<file path="src/design/feedback_queue_scheduler_defines.svh">
// Assertion macros shared by the scheduler's checking code
`ifndef FEEDBACK_QUEUE_SCHEDULER_DEFINES_SVH
`define FEEDBACK_QUEUE_SCHEDULER_DEFINES_SVH

// Check that a condition implies another in the same cycle
`define FQS_ASSERT_SAME(label, clk, rst_n, ante, cons) \
	label: assert property (@(posedge clk) disable iff (!rst_n) (ante) |-> (cons)) \
		else $error("scheduler check failed");

// Check that a condition implies another in the next cycle
`define FQS_ASSERT_NEXT(label, clk, rst_n, ante, cons) \
	label: assert property (@(posedge clk) disable iff (!rst_n) (ante) |=> (cons)) \
		else $error("scheduler check failed");

`endif

</file>
<file path="src/design/fqs_pkg.sv">
// Shared constants, job record and control types of the feedback queue scheduler
`timescale 1ns / 1ps
package fqs_pkg;
	localparam int QUEUE_DEPTH = 16;
	localparam int PEND_DEPTH  = 16;
	localparam int KINDS       = 4;
	localparam int NLEVELS     = 4;
	localparam int QA_W        = $clog2(QUEUE_DEPTH);
	localparam int QC_W        = $clog2(QUEUE_DEPTH + 1);
	localparam int PA_W        = $clog2(PEND_DEPTH);
	localparam int PC_W        = $clog2(PEND_DEPTH + 1);

	localparam logic [2:0] LVL_NONE = 3'd4;

	// Result event codes
	localparam logic [2:0] EV_ACCEPT  = 3'd0;
	localparam logic [2:0] EV_REJECT  = 3'd1;
	localparam logic [2:0] EV_IDLE    = 3'd2;
	localparam logic [2:0] EV_RAN     = 3'd3;
	localparam logic [2:0] EV_FINISH  = 3'd4;
	localparam logic [2:0] EV_KILL    = 3'd5;
	localparam logic [2:0] EV_PREEMPT = 3'd6;
	localparam logic [2:0] EV_MOVED   = 3'd7;

	// Configuration register indexes
	localparam logic [2:0] CFG_PRINTERS = 3'd0;
	localparam logic [2:0] CFG_SCANNERS = 3'd1;
	localparam logic [2:0] CFG_MODEMS   = 3'd2;
	localparam logic [2:0] CFG_DRIVES   = 3'd3;
	localparam logic [2:0] CFG_KILL     = 3'd4;
	localparam logic [2:0] CFG_QHIGH    = 3'd5;
	localparam logic [2:0] CFG_QMID     = 3'd6;
	localparam logic [2:0] CFG_QLOW     = 3'd7;

	localparam logic [KINDS-1:0][3:0] FREE_RESET = {4'd2, 4'd1, 4'd1, 4'd2};
	localparam logic [7:0] KILL_RESET  = 8'd20;
	localparam logic [3:0] QHIGH_RESET = 4'd3;
	localparam logic [3:0] QMID_RESET  = 4'd2;
	localparam logic [3:0] QLOW_RESET  = 4'd1;

	typedef struct packed {
		logic [KINDS-1:0][3:0] need;
		logic [3:0]            quantum;
		logic [7:0]            rem;
		logic [7:0]            tag;
	} job_t;

	localparam int JOB_W = $bits(job_t);

	typedef struct packed {
		logic capture;
		logic arrive;
		logic adm_start;
		logic adm_next;
		logic adm_take;
		logic chg_sel;
		logic chg_exec;
		logic nxt_sel;
		logic nxt_load;
		logic out_load;
	} cmd_t;

	typedef struct packed {
		logic is_tick;
		logic pend_empty;
		logic adm_last;
		logic fits;
		logic none_sel;
		logic out_busy;
	} sts_t;
endpackage

</file>
<file path="src/design/fqs_ctrl.sv">
// Sequencer that steps the datapath through arrival and tick processing
`timescale 1ns / 1ps
module fqs_ctrl (
	input  logic          clk,
	input  logic          arst_n,
	input  logic          in_fire,
	output logic          idle,
	input  fqs_pkg::sts_t sts,
	output fqs_pkg::cmd_t cmd
);
	import fqs_pkg::*;

	localparam logic [3:0] S_IDLE    = 4'd0;
	localparam logic [3:0] S_DEC     = 4'd1;
	localparam logic [3:0] S_ADM_RD  = 4'd2;
	localparam logic [3:0] S_ADM_CHK = 4'd3;
	localparam logic [3:0] S_CHG_SEL = 4'd4;
	localparam logic [3:0] S_CHG_EXE = 4'd5;
	localparam logic [3:0] S_NXT_SEL = 4'd6;
	localparam logic [3:0] S_NXT_LD  = 4'd7;
	localparam logic [3:0] S_OUT     = 4'd8;

	logic [3:0] state_q;
	logic [3:0] state_n;

	assign idle = (state_q == S_IDLE);

	// Next state and commands
	always_comb begin
		state_n = state_q;
		cmd     = '0;
		case (state_q)
			S_IDLE: begin
				if (in_fire) begin
					cmd.capture = 1'b1;
					state_n     = S_DEC;
				end
			end
			S_DEC: begin
				if (sts.is_tick) begin
					cmd.adm_start = 1'b1;
					state_n       = S_ADM_RD;
				end else begin
					cmd.arrive = 1'b1;
					state_n    = S_OUT;
				end
			end
			S_ADM_RD: begin
				if (!sts.pend_empty) begin
					state_n = S_ADM_CHK;
				end else if (sts.adm_last) begin
					state_n = S_CHG_SEL;
				end else begin
					cmd.adm_next = 1'b1;
				end
			end
			S_ADM_CHK: begin
				if (sts.fits) begin
					cmd.adm_take = 1'b1;
					state_n      = S_ADM_RD;
				end else begin
					state_n = S_CHG_SEL;
				end
			end
			S_CHG_SEL: begin
				cmd.chg_sel = 1'b1;
				state_n     = sts.none_sel ? S_NXT_SEL : S_CHG_EXE;
			end
			S_CHG_EXE: begin
				cmd.chg_exec = 1'b1;
				state_n      = S_NXT_SEL;
			end
			S_NXT_SEL: begin
				cmd.nxt_sel = 1'b1;
				state_n     = S_NXT_LD;
			end
			S_NXT_LD: begin
				cmd.nxt_load = 1'b1;
				state_n      = S_OUT;
			end
			S_OUT: begin
				if (!sts.out_busy) begin
					cmd.out_load = 1'b1;
					state_n      = S_IDLE;
				end
			end
			default: begin
				state_n = S_IDLE;
			end
		endcase
	end

	always_ff @(posedge clk or negedge arst_n) begin
		if (!arst_n) begin
			state_q <= S_IDLE;
		end else begin
			state_q <= state_n;
		end
	end
endmodule

</file>
<file path="config.mk">
export PLATFORM = sky130hd
export DESIGN_NAME = fqs_ctrl
export DESIGN_NICKNAME = d
export VERILOG_FILES = /design/src/design/feedback_queue_scheduler_defines.svh /design/src/design/fqs_pkg.sv /design/src/design/fqs_ctrl.sv
export SDC_FILE = /design/constraint.sdc
export NUM_CORES = 1
export LEC_CHECK = 0
export BUFFER_PORTS_ARGS = -buffer_cell sky130_fd_sc_hd__buf_4
export CAP_MARGIN = 10
export CELL_PAD_IN_SITES_DETAIL_PLACEMENT = 0
export CELL_PAD_IN_SITES_GLOBAL_PLACEMENT = 1
export CORE_UTILIZATION = 30
export DETAILED_ROUTE_END_ITERATION = 8
export HOLD_SLACK_MARGIN = 0.12
export PLACE_DENSITY = 0.76
export SETUP_SLACK_MARGIN = 0.1
export SLEW_MARGIN = 10
export SYNTH_ARGS = -nofsm -noshare
export SYNTH_HDL_FRONTEND = slang
export SYNTH_SLANG_ARGS = --single-unit
</file>
<file path="constraint.sdc">
create_clock -name clk -period 1.8 [get_ports clk]
set_clock_uncertainty 0.2 [all_clocks]
set_input_delay 0.36 -clock clk [delete_from_list [all_inputs] [get_ports clk]]
set_output_delay 0.36 -clock clk [all_outputs]
set_load 0.03 [all_outputs]
</file>
==> results.md <==
- Outcome: finished with violations
- Failing checks: negative setup slack
- Max_cap viols: 0
- Async SR Flop Fraction: 1.00
- Drt initial violations: 1
- Prevailing post-synth register cell: dfrtp_1
- Worst-path clk slew: 0.04 ns
- Placer Congestion: 0.744
- Root Buffer: clkbuf_4
- Mapped Area: 429 sq um
- Row count: 13
- Port Buf Inserts: 19
- Number of detailed-route iterations in the first pass: 2
- Top-Level Pins: 20
- Fin cells: slightly above 90
- CP max FO: 4
- Final Critical Period: about 1.9 ns
- Die Y: 39.8 um
- CTS buffer count: 3
- FF+latch area: approximately 100 sq um
- Fmax: 0.523 GHz
- Global-route wire length before repair: just under 2000 um
- PD cells: 1730 mW/mm^2
- Clock Sinks: 4
- Routed Antenna Nets: 0
- Initial antenna violation count: 0
- Power, Total: between 1000 and 1500 uW
- Critical path class: reg2out
- Core Region: 0.00132 sq mm
- Unrepaired setup endpoints after global routing: true
- Post-Syn Instances: 42
- Vias per cell: 5.07
- Setup violations, final: 8
- Most common cell after layout, fill and taps aside: buf_4
- FF+latch count, synth: 4
- Vias in the first global route: 480
- Top Registers: state_q: 4 flops
- CTS tree: built
- Syn. warnings: 0
- Average wire per standard cell: 13.4 um
- Syn avg cell area: 10.2 sq um
- Final worst slack: -0.110 ns
- Dpl cells: 79
- CP Data Arrival Time: about 1.4 ns
- HP Class: in2reg
- Nets: 87
- Htree depth: 1
- Worst setup SP type: register
- Most flops, register: state_q
- Die X: 39.8 um
- Total track usage: 0.201
- Pre-CTS WS: between 0.09 and 0.1 ns
- Diode count: 0
- Number of distinct library cells after synthesis: 32
- Total wire length: between 1000 and 1500 um
- Max Slew Vio Count: 0
- Die area: approximately 0.0016 sq mm
- Req. time, crit path: 1.24 ns
- Final Hold Fails: 0
- Total number of vias: 461
- Slew headroom: 0.813
- Starting density of the core: 0.326
- Layout cell share with drive strength beyond 1: 0.711
- Synth Net Count: 51
- Commonest non-fill, non-tap cells in the layout: 29 x buf_4, 5 x buf_6, 3 x clkbuf_4
- Sequential area share after synthesis: 0.233
- Worst VDD drop: 705 uV
- Post-synth EDFFs: 0
- Final worst-path cycle share: 1.06
- Largest net degree at the start of global routing: 8
- Area growth syn-to-layout: 75.8%
- Filler Cells Inserted: 107
- CTS Buffer Depth: 2
- Slew @ Worst Pin: 0.279 ns
- Lkg Pwr: roughly 0.00034 uW
- Multi-input combinational cell area: about 320 sq um
- CP Capture Type: primary output
- Hpwl dp: 869 um
- Drt drc: 0
- Grt ovf: 0
- Worst skew pair latency: 0.24 ns
- Max FFs per register: 4
-- cells by family after synthesis --
group,Yosys count,share of synthesized area
mux,1,0.0262
compound gates,6,0.120
simple gates,26,0.516
flops,4,0.233
buf+inv,5,0.105
-- power by group --
part	total [uW]	leakage (uW)	internal, uW	switching [uW]
Combinational	992	0.000281	507	484
Sequential	196	0.0000485	135	61.5
Clock	116	0.0000138	74.8	40.8
-- routing by layer --
| metal | wire (um) | vias to the layer above | global-route usage |
|---|---|---|---|
| li1 | - | 230 | - |
| met1 | 498 | 208 | 0.220 |
| met2 | 624 | 18 | 0.328 |
| met3 | 51 | 5 | 0.0398 |
| met4 | 48 | 0 | 0.164 |
| met5 | 0 | - | 0 |
-- stage by stage --
stage	utilization	hold slack, ns	instance area (sq um)	setup TNS (ns)
after floorplan	-	-0.136	450	-0.107
after global placement	0.473	-0.0434	623	0
after detailed placement	0.473	-0.0421	623	0
after CTS	0.564	0.236	743	-0.454
after global routing	0.573	0.249	754	-0.942
final	0.573	0.233	754	-0.437
-- path summary, 6_finish.rpt --
path                       slack (ns)  startpoint  cells past startpoint          to
max in group asynchronous        1.02      arst_n                      2  state_q[2]
setup / recovery                -0.11  state_q[1]                      4      cmd[9]
hold reg to reg                  0.48  state_q[1]                      2  state_q[3]
min in group asynchronous        0.26      arst_n                      2  state_q[3]
hold / removal                   0.23      sts[1]                      3  state_q[1]
setup reg to reg                 0.26  state_q[0]                      5  state_q[0]
-- Yosys cell counts, drive strengths merged (2+ instances only) --
master	count	area, sq um
and4b	2	23.8
buf	4	41.3
dfrtp	4	100
nand2	2	7.51
nand3b	2	15.0
nor2	3	13.8
nor2b	3	26.3
nor3	3	31.3
nor4	2	25.0
nor4b	2	23.8
-- layout make-up --
class | instances | share of cell area
Inverter | 1 | 0.00498
Multi-Input combinational cell | 33 | 0.428
Timing Repair Buffer | 35 | 0.376
Sequential cell | 4 | 0.136
Clock buffer | 3 | 0.0299
Tap cell | 15 | 0.0249
-- worst max-delay path, cell delays in order (launching register included) --
cell,delay [ns]
dfrtp_1,0.40
or2_4,0.30
nor3_4,0.13
and2_4,0.16
buf_6,0.12
-- timing repair --
action / in CTS / in global routing
setup endpoints to repair: 11 / 11
hold endpoints to repair: 4 / 0
pin swaps: 2 / 1
hold buffers: 1 / 0
resized for setup: 10 / 1
buffers inserted: 7 / 1
Power figures use the tool's default switching activity.
