### src/design/feedback_queue_scheduler_defines.svh
// Assertion macros shared by the scheduler's checking code
`ifndef FEEDBACK_QUEUE_SCHEDULER_DEFINES_SVH
`define FEEDBACK_QUEUE_SCHEDULER_DEFINES_SVH

// Check that a condition implies another in the same cycle
`define FQS_ASSERT_SAME(label, clk, rst_n, ante, cons) \
	label: assert property (@(posedge clk) disable iff (!rst_n) (ante) |-> (cons)) \
		else $error("scheduler check failed");

// Check that a condition implies another in the next cycle
`define FQS_ASSERT_NEXT(label, clk, rst_n, ante, cons) \
	label: assert property (@(posedge clk) disable iff (!rst_n) (ante) |=> (cons)) \
		else $error("scheduler check failed");

`endif

### src/design/fqs_pkg.sv
// Shared constants, job record and control types of the feedback queue scheduler
`timescale 1ns / 1ps
package fqs_pkg;
	localparam int QUEUE_DEPTH = 16;
	localparam int PEND_DEPTH  = 16;
	localparam int KINDS       = 4;
	localparam int NLEVELS     = 4;
	localparam int QA_W        = $clog2(QUEUE_DEPTH);
	localparam int QC_W        = $clog2(QUEUE_DEPTH + 1);
	localparam int PA_W        = $clog2(PEND_DEPTH);
	localparam int PC_W        = $clog2(PEND_DEPTH + 1);

	localparam logic [2:0] LVL_NONE = 3'd4;

	// Result event codes
	localparam logic [2:0] EV_ACCEPT  = 3'd0;
	localparam logic [2:0] EV_REJECT  = 3'd1;
	localparam logic [2:0] EV_IDLE    = 3'd2;
	localparam logic [2:0] EV_RAN     = 3'd3;
	localparam logic [2:0] EV_FINISH  = 3'd4;
	localparam logic [2:0] EV_KILL    = 3'd5;
	localparam logic [2:0] EV_PREEMPT = 3'd6;
	localparam logic [2:0] EV_MOVED   = 3'd7;

	// Configuration register indexes
	localparam logic [2:0] CFG_PRINTERS = 3'd0;
	localparam logic [2:0] CFG_SCANNERS = 3'd1;
	localparam logic [2:0] CFG_MODEMS   = 3'd2;
	localparam logic [2:0] CFG_DRIVES   = 3'd3;
	localparam logic [2:0] CFG_KILL     = 3'd4;
	localparam logic [2:0] CFG_QHIGH    = 3'd5;
	localparam logic [2:0] CFG_QMID     = 3'd6;
	localparam logic [2:0] CFG_QLOW     = 3'd7;

	localparam logic [KINDS-1:0][3:0] FREE_RESET = {4'd2, 4'd1, 4'd1, 4'd2};
	localparam logic [7:0] KILL_RESET  = 8'd20;
	localparam logic [3:0] QHIGH_RESET = 4'd3;
	localparam logic [3:0] QMID_RESET  = 4'd2;
	localparam logic [3:0] QLOW_RESET  = 4'd1;

	typedef struct packed {
		logic [KINDS-1:0][3:0] need;
		logic [3:0]            quantum;
		logic [7:0]            rem;
		logic [7:0]            tag;
	} job_t;

	localparam int JOB_W = $bits(job_t);

	typedef struct packed {
		logic capture;
		logic arrive;
		logic adm_start;
		logic adm_next;
		logic adm_take;
		logic chg_sel;
		logic chg_exec;
		logic nxt_sel;
		logic nxt_load;
		logic out_load;
	} cmd_t;

	typedef struct packed {
		logic is_tick;
		logic pend_empty;
		logic adm_last;
		logic fits;
		logic none_sel;
		logic out_busy;
	} sts_t;
endpackage

### src/design/fqs_ram.sv
// Generic single-write, single-read RAM with registered read data
`timescale 1ns / 1ps
module fqs_ram #(
	parameter int W     = 8,
	parameter int DEPTH = 16
) (
	input  logic                     clk,
	input  logic                     we,
	input  logic [$clog2(DEPTH)-1:0] waddr,
	input  logic [W-1:0]             wdata,
	input  logic [$clog2(DEPTH)-1:0] raddr,
	output logic [W-1:0]             rdata
);
	logic [W-1:0] mem [DEPTH];

	always_ff @(posedge clk) begin
		if (we) begin
			mem[waddr] <= wdata;
		end
		rdata <= mem[raddr];
	end
endmodule

### src/design/fqs_dp.sv
// Datapath: level queues, pending lists, resources, kill timer and result register
`timescale 1ns / 1ps
module fqs_dp (
	input  logic          clk,
	input  logic          arst_n,
	input  fqs_pkg::cmd_t cmd,
	output fqs_pkg::sts_t sts,
	input  logic [39:0]   s_tdata,
	input  logic          s_tuser,
	input  logic          cfg_we,
	input  logic [2:0]    cfg_idx,
	input  logic [7:0]    cfg_data,
	output logic          m_tvalid,
	input  logic          m_tready,
	output logic [31:0]   m_tdata,
	output logic [2:0]    m_tuser
);
	import fqs_pkg::*;

	// Captured input item
	logic        mode_q;
	logic [1:0]  pri_q;
	job_t        arr_job_q;

	// Level queues and pending lists
	logic [QC_W-1:0] qcnt_q  [NLEVELS];
	logic [QA_W-1:0] qhead_q [NLEVELS];
	logic [QA_W-1:0] qtail   [NLEVELS];
	job_t            qrd     [NLEVELS];
	job_t            qwdat   [NLEVELS];
	logic [NLEVELS-1:0] qpush, qpop, qwb;

	logic [PC_W-1:0] pcnt_q  [1:3];
	logic [PA_W-1:0] phead_q [1:3];
	job_t            prd     [1:3];
	logic [3:1]      ppush, ppop;
	logic [PC_W-1:0] ptotal;

	// Resources, timer and configuration
	logic [KINDS-1:0][3:0] free_q;
	logic [7:0] timer_q, kperiod_q;
	logic [3:0] qhi_q, qmid_q, qlo_q;
	logic [4:0] rel_sum [KINDS];

	// Sequencing registers
	logic [1:0] adm_p_q;
	logic [2:0] lvl_q, run_q;
	logic       expired_q;
	logic [4:0] admitted_q;

	// Result fields
	logic [2:0] ev_q;
	logic [7:0] tag_q, rem_q;
	logic       nv_q;
	logic [7:0] ntag_q;

	logic [2:0] sel_lvl, chg_lvl;
	logic       run_ok, fits, arr_ok;
	logic [7:0] timer_dec;
	job_t       pj, cj;
	logic [1:0] l2, to_lvl;
	logic [7:0] rem_n;
	logic [3:0] qn_n;
	logic       higher, done_c;
	logic [2:0] ev_c;

	function automatic logic [3:0] q_of(input logic [1:0] l, input logic [3:0] hi,
		input logic [3:0] mid, input logic [3:0] lo);
		logic [3:0] r;
		r = lo;
		if (l == 2'd1) r = hi;
		else if (l == 2'd2) r = mid;
		return r;
	endfunction

	// Queue memories, always reading the head entry
	for (genvar l = 0; l < NLEVELS; l++) begin : g_q
		assign qtail[l] = qhead_q[l] + qcnt_q[l][QA_W-1:0];
		fqs_ram #(.W(JOB_W), .DEPTH(QUEUE_DEPTH)) u_ram (
			.clk   (clk),
			.we    (qpush[l] | qwb[l]),
			.waddr (qwb[l] ? qhead_q[l] : qtail[l]),
			.wdata (qwdat[l]),
			.raddr (qhead_q[l]),
			.rdata (qrd[l])
		);
	end

	// Pending memories, one per user level
	for (genvar p = 1; p <= 3; p++) begin : g_p
		fqs_ram #(.W(JOB_W), .DEPTH(PEND_DEPTH)) u_ram (
			.clk   (clk),
			.we    (ppush[p]),
			.waddr (phead_q[p] + pcnt_q[p][PA_W-1:0]),
			.wdata (arr_job_q),
			.raddr (phead_q[p]),
			.rdata (prd[p])
		);
	end

	assign ptotal = pcnt_q[1] + pcnt_q[2] + pcnt_q[3];

	// Highest non-empty level
	always_comb begin
		sel_lvl = LVL_NONE;
		for (int l = NLEVELS - 1; l >= 0; l--) begin
			if (qcnt_q[l] != '0) sel_lvl = 3'(l);
		end
	end

	assign run_ok  = (run_q != LVL_NONE) && (qcnt_q[run_q[1:0]] != '0);
	assign chg_lvl = run_ok ? run_q : sel_lvl;
	assign timer_dec = timer_q - 8'd1;

	// Admission check on the pending head
	always_comb begin
		pj   = prd[adm_p_q];
		fits = (qcnt_q[adm_p_q] < QC_W'(QUEUE_DEPTH));
		for (int k = 0; k < KINDS; k++) begin
			if (pj.need[k] > free_q[k]) fits = 1'b0;
		end
	end

	// Charge decision for the running head
	always_comb begin
		l2     = lvl_q[1:0];
		cj     = qrd[l2];
		rem_n  = (cj.rem != 8'd0) ? cj.rem - 8'd1 : 8'd0;
		qn_n   = (l2 != 2'd0 && cj.quantum != 4'd0) ? cj.quantum - 4'd1 : cj.quantum;
		higher = 1'b0;
		for (int k = 0; k < NLEVELS - 1; k++) begin
			if (k < int'(l2) && qcnt_q[k] != '0) higher = 1'b1;
		end
		to_lvl = (l2 == 2'd3) ? 2'd3 : l2 + 2'd1;
		done_c = (rem_n == 8'd0) || expired_q;
		if (rem_n == 8'd0) ev_c = EV_FINISH;
		else if (expired_q) ev_c = EV_KILL;
		else if (l2 != 2'd0 && higher) ev_c = EV_PREEMPT;
		else if (l2 != 2'd0 && qn_n == 4'd0) ev_c = EV_MOVED;
		else ev_c = EV_RAN;
		for (int k = 0; k < KINDS; k++) begin
			rel_sum[k] = {1'b0, free_q[k]} + {1'b0, cj.need[k]};
		end
	end

	assign arr_ok = (pri_q == 2'd0) ? (qcnt_q[0] < QC_W'(QUEUE_DEPTH))
		: (ptotal < PC_W'(PEND_DEPTH));

	// Queue write, push and pop requests
	always_comb begin
		qpush = '0;
		qpop  = '0;
		qwb   = '0;
		ppush = '0;
		ppop  = '0;
		for (int l = 0; l < NLEVELS; l++) qwdat[l] = cj;
		if (cmd.arrive && arr_ok) begin
			if (pri_q == 2'd0) begin
				qpush[0] = 1'b1;
				qwdat[0] = arr_job_q;
			end else begin
				ppush[pri_q] = 1'b1;
			end
		end
		if (cmd.adm_take) begin
			ppop[adm_p_q]  = 1'b1;
			qpush[adm_p_q] = 1'b1;
			qwdat[adm_p_q] = pj;
			qwdat[adm_p_q].quantum = q_of(adm_p_q, qhi_q, qmid_q, qlo_q);
		end
		if (cmd.chg_exec) begin
			if (done_c) begin
				qpop[l2] = 1'b1;
			end else if (ev_c == EV_MOVED) begin
				if (to_lvl == l2 || qcnt_q[to_lvl] < QC_W'(QUEUE_DEPTH)) begin
					qpop[l2]      = 1'b1;
					qpush[to_lvl] = 1'b1;
					qwdat[to_lvl].rem     = rem_n;
					qwdat[to_lvl].quantum = q_of(to_lvl, qhi_q, qmid_q, qlo_q);
				end else begin
					qwb[l2]           = 1'b1;
					qwdat[l2].rem     = rem_n;
					qwdat[l2].quantum = q_of(l2, qhi_q, qmid_q, qlo_q);
				end
			end else begin
				qwb[l2]           = 1'b1;
				qwdat[l2].rem     = rem_n;
				qwdat[l2].quantum = qn_n;
			end
		end
	end

	// Queue and pending bookkeeping
	always_ff @(posedge clk or negedge arst_n) begin
		if (!arst_n) begin
			for (int l = 0; l < NLEVELS; l++) begin
				qcnt_q[l]  <= '0;
				qhead_q[l] <= '0;
			end
			for (int p = 1; p <= 3; p++) begin
				pcnt_q[p]  <= '0;
				phead_q[p] <= '0;
			end
		end else begin
			for (int l = 0; l < NLEVELS; l++) begin
				qcnt_q[l] <= qcnt_q[l] + QC_W'(qpush[l]) - QC_W'(qpop[l]);
				if (qpop[l]) qhead_q[l] <= qhead_q[l] + QA_W'(1);
			end
			for (int p = 1; p <= 3; p++) begin
				pcnt_q[p] <= pcnt_q[p] + PC_W'(ppush[p]) - PC_W'(ppop[p]);
				if (ppop[p]) phead_q[p] <= phead_q[p] + PA_W'(1);
			end
		end
	end

	// Resources, timer, configuration
	always_ff @(posedge clk or negedge arst_n) begin
		if (!arst_n) begin
			free_q    <= FREE_RESET;
			timer_q   <= KILL_RESET;
			kperiod_q <= KILL_RESET;
			qhi_q     <= QHIGH_RESET;
			qmid_q    <= QMID_RESET;
			qlo_q     <= QLOW_RESET;
		end else begin
			if (cfg_we) begin
				case (cfg_idx)
					CFG_PRINTERS, CFG_SCANNERS, CFG_MODEMS, CFG_DRIVES:
						free_q[cfg_idx[1:0]] <= cfg_data[3:0];
					CFG_KILL: begin
						kperiod_q <= cfg_data;
						timer_q   <= cfg_data;
					end
					CFG_QHIGH: qhi_q  <= cfg_data[3:0];
					CFG_QMID:  qmid_q <= cfg_data[3:0];
					CFG_QLOW:  qlo_q  <= cfg_data[3:0];
					default: ;
				endcase
			end
			if (cmd.adm_take) begin
				for (int k = 0; k < KINDS; k++) free_q[k] <= free_q[k] - pj.need[k];
			end
			if (cmd.chg_exec && done_c && l2 != 2'd0) begin
				for (int k = 0; k < KINDS; k++) begin
					free_q[k] <= rel_sum[k][4] ? 4'hF : rel_sum[k][3:0];
				end
			end
			if (cmd.chg_sel) begin
				timer_q <= (timer_dec == 8'd0) ? kperiod_q : timer_dec;
			end
		end
	end

	// Sequencing state
	always_ff @(posedge clk or negedge arst_n) begin
		if (!arst_n) begin
			run_q      <= LVL_NONE;
			lvl_q      <= LVL_NONE;
			adm_p_q    <= 2'd1;
			expired_q  <= 1'b0;
			admitted_q <= '0;
			nv_q       <= 1'b0;
			ntag_q     <= '0;
		end else begin
			if (cmd.capture) admitted_q <= '0;
			if (cmd.adm_start) adm_p_q <= 2'd1;
			if (cmd.adm_next) adm_p_q <= adm_p_q + 2'd1;
			if (cmd.adm_take) admitted_q <= admitted_q + 5'd1;
			if (cmd.chg_sel) begin
				lvl_q     <= chg_lvl;
				expired_q <= (timer_dec == 8'd0);
			end
			if (cmd.nxt_sel) run_q <= sel_lvl;
			if (cmd.nxt_load) begin
				nv_q   <= (run_q != LVL_NONE);
				ntag_q <= (run_q != LVL_NONE) ? qrd[run_q[1:0]].tag : 8'd0;
			end
		end
	end

	// Capture input item and result fields
	always_ff @(posedge clk) begin
		if (cmd.capture) begin
			mode_q    <= s_tuser;
			pri_q     <= s_tdata[9:8];
			arr_job_q <= '{need: s_tdata[33:18], quantum: 4'd0,
				rem: s_tdata[17:10], tag: s_tdata[7:0]};
		end
		if (cmd.arrive) begin
			ev_q  <= arr_ok ? EV_ACCEPT : EV_REJECT;
			tag_q <= arr_job_q.tag;
			rem_q <= arr_job_q.rem;
		end
		if (cmd.chg_sel) begin
			ev_q  <= EV_IDLE;
			tag_q <= 8'd0;
			rem_q <= 8'd0;
		end
		if (cmd.chg_exec) begin
			ev_q  <= ev_c;
			tag_q <= cj.tag;
			rem_q <= rem_n;
		end
	end

	// Output register
	always_ff @(posedge clk or negedge arst_n) begin
		if (!arst_n) begin
			m_tvalid <= 1'b0;
		end else if (cmd.out_load) begin
			m_tvalid <= 1'b1;
		end else if (m_tready) begin
			m_tvalid <= 1'b0;
		end
	end

	always_ff @(posedge clk) begin
		if (cmd.out_load) begin
			m_tdata <= {2'b00, admitted_q, ntag_q, nv_q, rem_q, tag_q};
			m_tuser <= ev_q;
		end
	end

	assign sts.is_tick    = mode_q;
	assign sts.pend_empty = (pcnt_q[adm_p_q] == '0);
	assign sts.adm_last   = (adm_p_q == 2'd3);
	assign sts.fits       = fits;
	assign sts.none_sel   = (chg_lvl == LVL_NONE);
	assign sts.out_busy   = m_tvalid && !m_tready;
endmodule

### config.mk
export PLATFORM = sky130hd
export DESIGN_NAME = fqs_dp
export DESIGN_NICKNAME = d
export VERILOG_FILES = /design/src/design/feedback_queue_scheduler_defines.svh /design/src/design/fqs_pkg.sv /design/src/design/fqs_ram.sv /design/src/design/fqs_dp.sv
export SDC_FILE = /design/constraint.sdc
export NUM_CORES = 2
export LEC_CHECK = 0
export ABC_AREA = 1
export BUFFER_PORTS_ARGS = -buffer_cell sky130_fd_sc_hd__buf_2
export CORE_ASPECT_RATIO = 1.2
export CORE_MARGIN = 2
export CORE_UTILIZATION = 50
export CTS_CLUSTER_SIZE = 14
export DETAILED_ROUTE_END_ITERATION = 16
export GPL_TIMING_DRIVEN = 0
export PLACE_DENSITY = 0.68
export SETUP_SLACK_MARGIN = 0.1
export SLEW_MARGIN = 40
export SYNTH_ARGS = -nofsm -noshare
export SYNTH_HDL_FRONTEND = slang
export SYNTH_SLANG_ARGS = --single-unit
### constraint.sdc
create_clock -name clk -period 4.31 [get_ports clk]
set_input_delay 0.6465 -clock clk [delete_from_list [all_inputs] [get_ports clk]]
set_output_delay 0.6465 -clock clk [all_outputs]
set_load 0.01 [all_outputs]
==> metrics.csv <==
metric;value;unit
drc;0;
cts_root_buffer;clkbuf_16;
start_util;50.2;%
relSlewSlack;35.0;%
ioPinCount;108;
vdd_drop_max;0.577;mV
seq_area_frac_synth;74.2;%
nets;14481;
violations;setup timing;
drtIter0Drc;17896;
tritoncts;yes;
p_sw_share;40.7;%
vias;120061;
synth_edf_count;3927;
clk_path_buf_depth;4;
setup_ws;-0.291;ns
fin_cells;19141;
wl_per_cell;30.7;um
via_per_inst;6.27;
synth.most_common_cell;edfxtp_1;
period_needed;4.60;ns
maxSlewViolCount;0;
portBuffers;97;
synth-seq-cells;4297;
max_freq;217;MHz
cts_sinks;4297;
crit_required;3.66;ns
netlist.top_cell.by_area;edfxtp_1;
grt-ovfl-total;0;
wirelength;589000;um
timing.final.crit_share;107;%
antenna_found_initial;40;
htree_num_levels;5;
drtPass1Iterations;9;
syn-cell-area;170000;um^2
die_h;643;um
ant_nets;0;
cp_max_fo;6;
cp-start-kind;flip-flop;
track_usage;33.1;%
syn2layout_area_growth;19.7;%
synth-main-ff-cell;edfxtp_1;
die-area;344000;um^2
setup_viol;1;
gp_congestion;0.996;
powerDensity;774;nW/um^2
internal_power;93.3;mW
rsz0062_at_grt;yes;
ys_types;62;
syn-instance-count;13011;
p_sw;64.0;mW
outcome;finished with violations;
rows;234;
numCtsBuffers;412;
drv_cap;0;
core-area;338000;um^2
total_power;157;mW
drive_gt1_share;13.9;%
p_leak;68.5;nW
async_reset_ff_share;3.03;%
die_w;536;um
insertion_delay;1.03;ns
yosys-top-cells-area;edfxtp_1 (69%), o21ai_0 (4.7%), nand2_1 (3.8%), nor2_1 (3.1%), dfxtp_1 (2.8%);
clk_pin_slew;0.06;ns
endpoint_kind;primary output;
p_seq_share;38.0;%
finClkSkew;0.0974;ns
synthTopCellsByCount;edfxtp_1 (3927), nand2_1 (1728), o21ai_0 (1604), nor2_1 (1384), clkbuf_1 (776);
min_path_type;input port to flip-flop;
worstPathArrival;3.95;ns
finalHoldViolations;0;
dp_hpwl;418000;um
synth_top_area_share;69.4;%
max_slew.worst_pin.slew;0.965;ns
syn_area_per_cell;13.1;um^2
critPathKind;flip-flop to primary output;
dp_cells;18067;
grt_max_degree;51;
grt_pass1_vias;114771;
p_clk_share;23.1;%
combPwrFrac;38.9;%
grt_pass1_wl;816000;um
yosys_warnings;0;
==> logic make-up after synthesis <==
logic type	count (synthesis)	share of synthesized area (%)
AO/OA/AOI/OAI	3421	11.8
XOR/XNOR	89	0.459
adder cells (fa/ha/maj)	136	1.11
buffers and inverters	1187	2.71
flip-flops	4297	74.2
multiplexers	104	0.614
other	1	0.00221
AND/OR/NAND/NOR	3776	9.12
==> repair_timing <==
action | in CTS | in global routing
endpoints found under the hold margin | 138 | 0
resized for setup | 195 | 119
pin swaps | 89 | 84
hold buffers | 47 | 0
cloned | 1 | 1
setup buffers | 110 | 122
endpoints found under the setup margin | 4843 | 2127
==> cell usage in the layout, fill, tap and decap left out, types with 87 or more instances in the layout <==
cell type	n
a221oi_1	168
nor2_1	1261
nand2_1	1679
a21oi_1	665
buf_4	248
clkinv_2	87
clkbuf_16	421
inv_1	291
ha_1	102
buf_6	149
o221ai_1	346
dfxtp_1	240
buf_16	124
o21ai_0	1491
dfrtp_1	111
clkbuf_1	820
nor2_4	138
buf_8	183
buf_2	113
mux2i_1	97
nand3_1	401
edfxtp_1	3927
nand4_1	136
o22ai_1	355
==> power by group through the flow <==
stage	combinational, mW	sequential [mW]	clock (mW)
detailed placement	56.0	60.4	0
finish	61.2	59.8	36.3
floorplan	26.7	59.4	0
global placement	48.4	61.8	0
global route	63.1	60.0	37.9
CTS	57.7	59.6	36.3
==> cell type report <==
| cell class | instances | area (um^2) |
|---|---|---|
| flip-flops and latches | 4297 | 126000 |
| clock inverters | 222 | 2170 |
| clock buffers | 549 | 11300 |
| plain buffers | 851 | 3550 |
| inverters | 336 | 1300 |
| repair buffers | 853 | 11000 |
| multi-input cells | 7528 | 42300 |
| fillers | 25498 | 135000 |
| well taps | 4484 | 5610 |
| diodes | 21 | 52.6 |
==> critical path, cell delays in order (launching register included) <==
cell	delay [ns]
dfstp_2	0.56
inv_2	0.07
buf_8	0.12
clkbuf_16	0.15
buf_12	0.14
nor2_4	0.15
o21ai_4	0.11
ha_4	0.18
fa_2	0.34
inv_1	0.06
a21oi_1	0.07
nor2_2	0.15
o21ai_2	0.09
nor4_4	0.39
buf_6	0.20
buf_6	0.10
buf_6	0.09
==> state kept, by name (all words and copies together), names as in the netlist, 4 cells and up <==
name	flops
qhead_q	16
qlo_q	4
qhi_q	4
phead_q	12
pcnt_q	15
tag_q	8
ntag_q	8
qmid_q	4
m_tdata	30
timer_q	8
rem_q	8
g_p.u_ram.rdata	96
g_q.u_ram.rdata	144
kperiod_q	8
arr_job_q	32
g_q.u_ram.mem	2304
admitted_q	5
qcnt_q	20
free_q	16
g_p.u_ram.mem	1536
==> worst paths after layout <==
path | start | to | slack (ns) | cells after the start
worst max register to register | lvl_q[1] | g_q[0].u_ram.mem[11][21] | 0.02 | 21
worst min-delay path | cfg_data[1] | qlo_q[1] | 0.05 | 3
max in group asynchronous | arst_n | kperiod_q[4] | 3.06 | 4
min in group asynchronous | arst_n | ntag_q[3] | 0.08 | 2
worst max-delay path | adm_p_q[0] | sts[2] | -0.29 | 16
worst min register to register | ntag_q[4] | m_tdata[21] | 0.45 | 0
==> routing by layer <==
| layer | global-route usage, % | wire length (um) |
|---|---|---|
| met1 | 39.6 | 200000 |
| met2 | 52.7 | 271000 |
| met3 | 7.94 | 65600 |
| met4 | 23.7 | 51500 |
| met5 | 0 | 459 |
==> metrics by stage <==
| step | cell area [um^2] | setup slack (ns) | TNS, ns | hold WS [ns] | util, % |
|---|---|---|---|---|---|
| 2_1_floorplan | 170000 | -0.250 | -512.90 | 0.351 | - |
| 3_3_place_gp | 176000 | -3.39 | - | 0.433 | 52.0 |
| 3_5_place_dp | 186000 | -1.63 | -1673.54 | 0.441 | 55.0 |
| 4_1_cts | 202000 | -0.366 | -0.366 | 0.00599 | 59.6 |
| 5_1_grt | 203000 | -0.308 | -1.17 | 0.0423 | 60.1 |
| 6_report | 203000 | -0.291 | -0.291 | 0.0533 | 60.1 |
(Power assumes the default switching activity.)
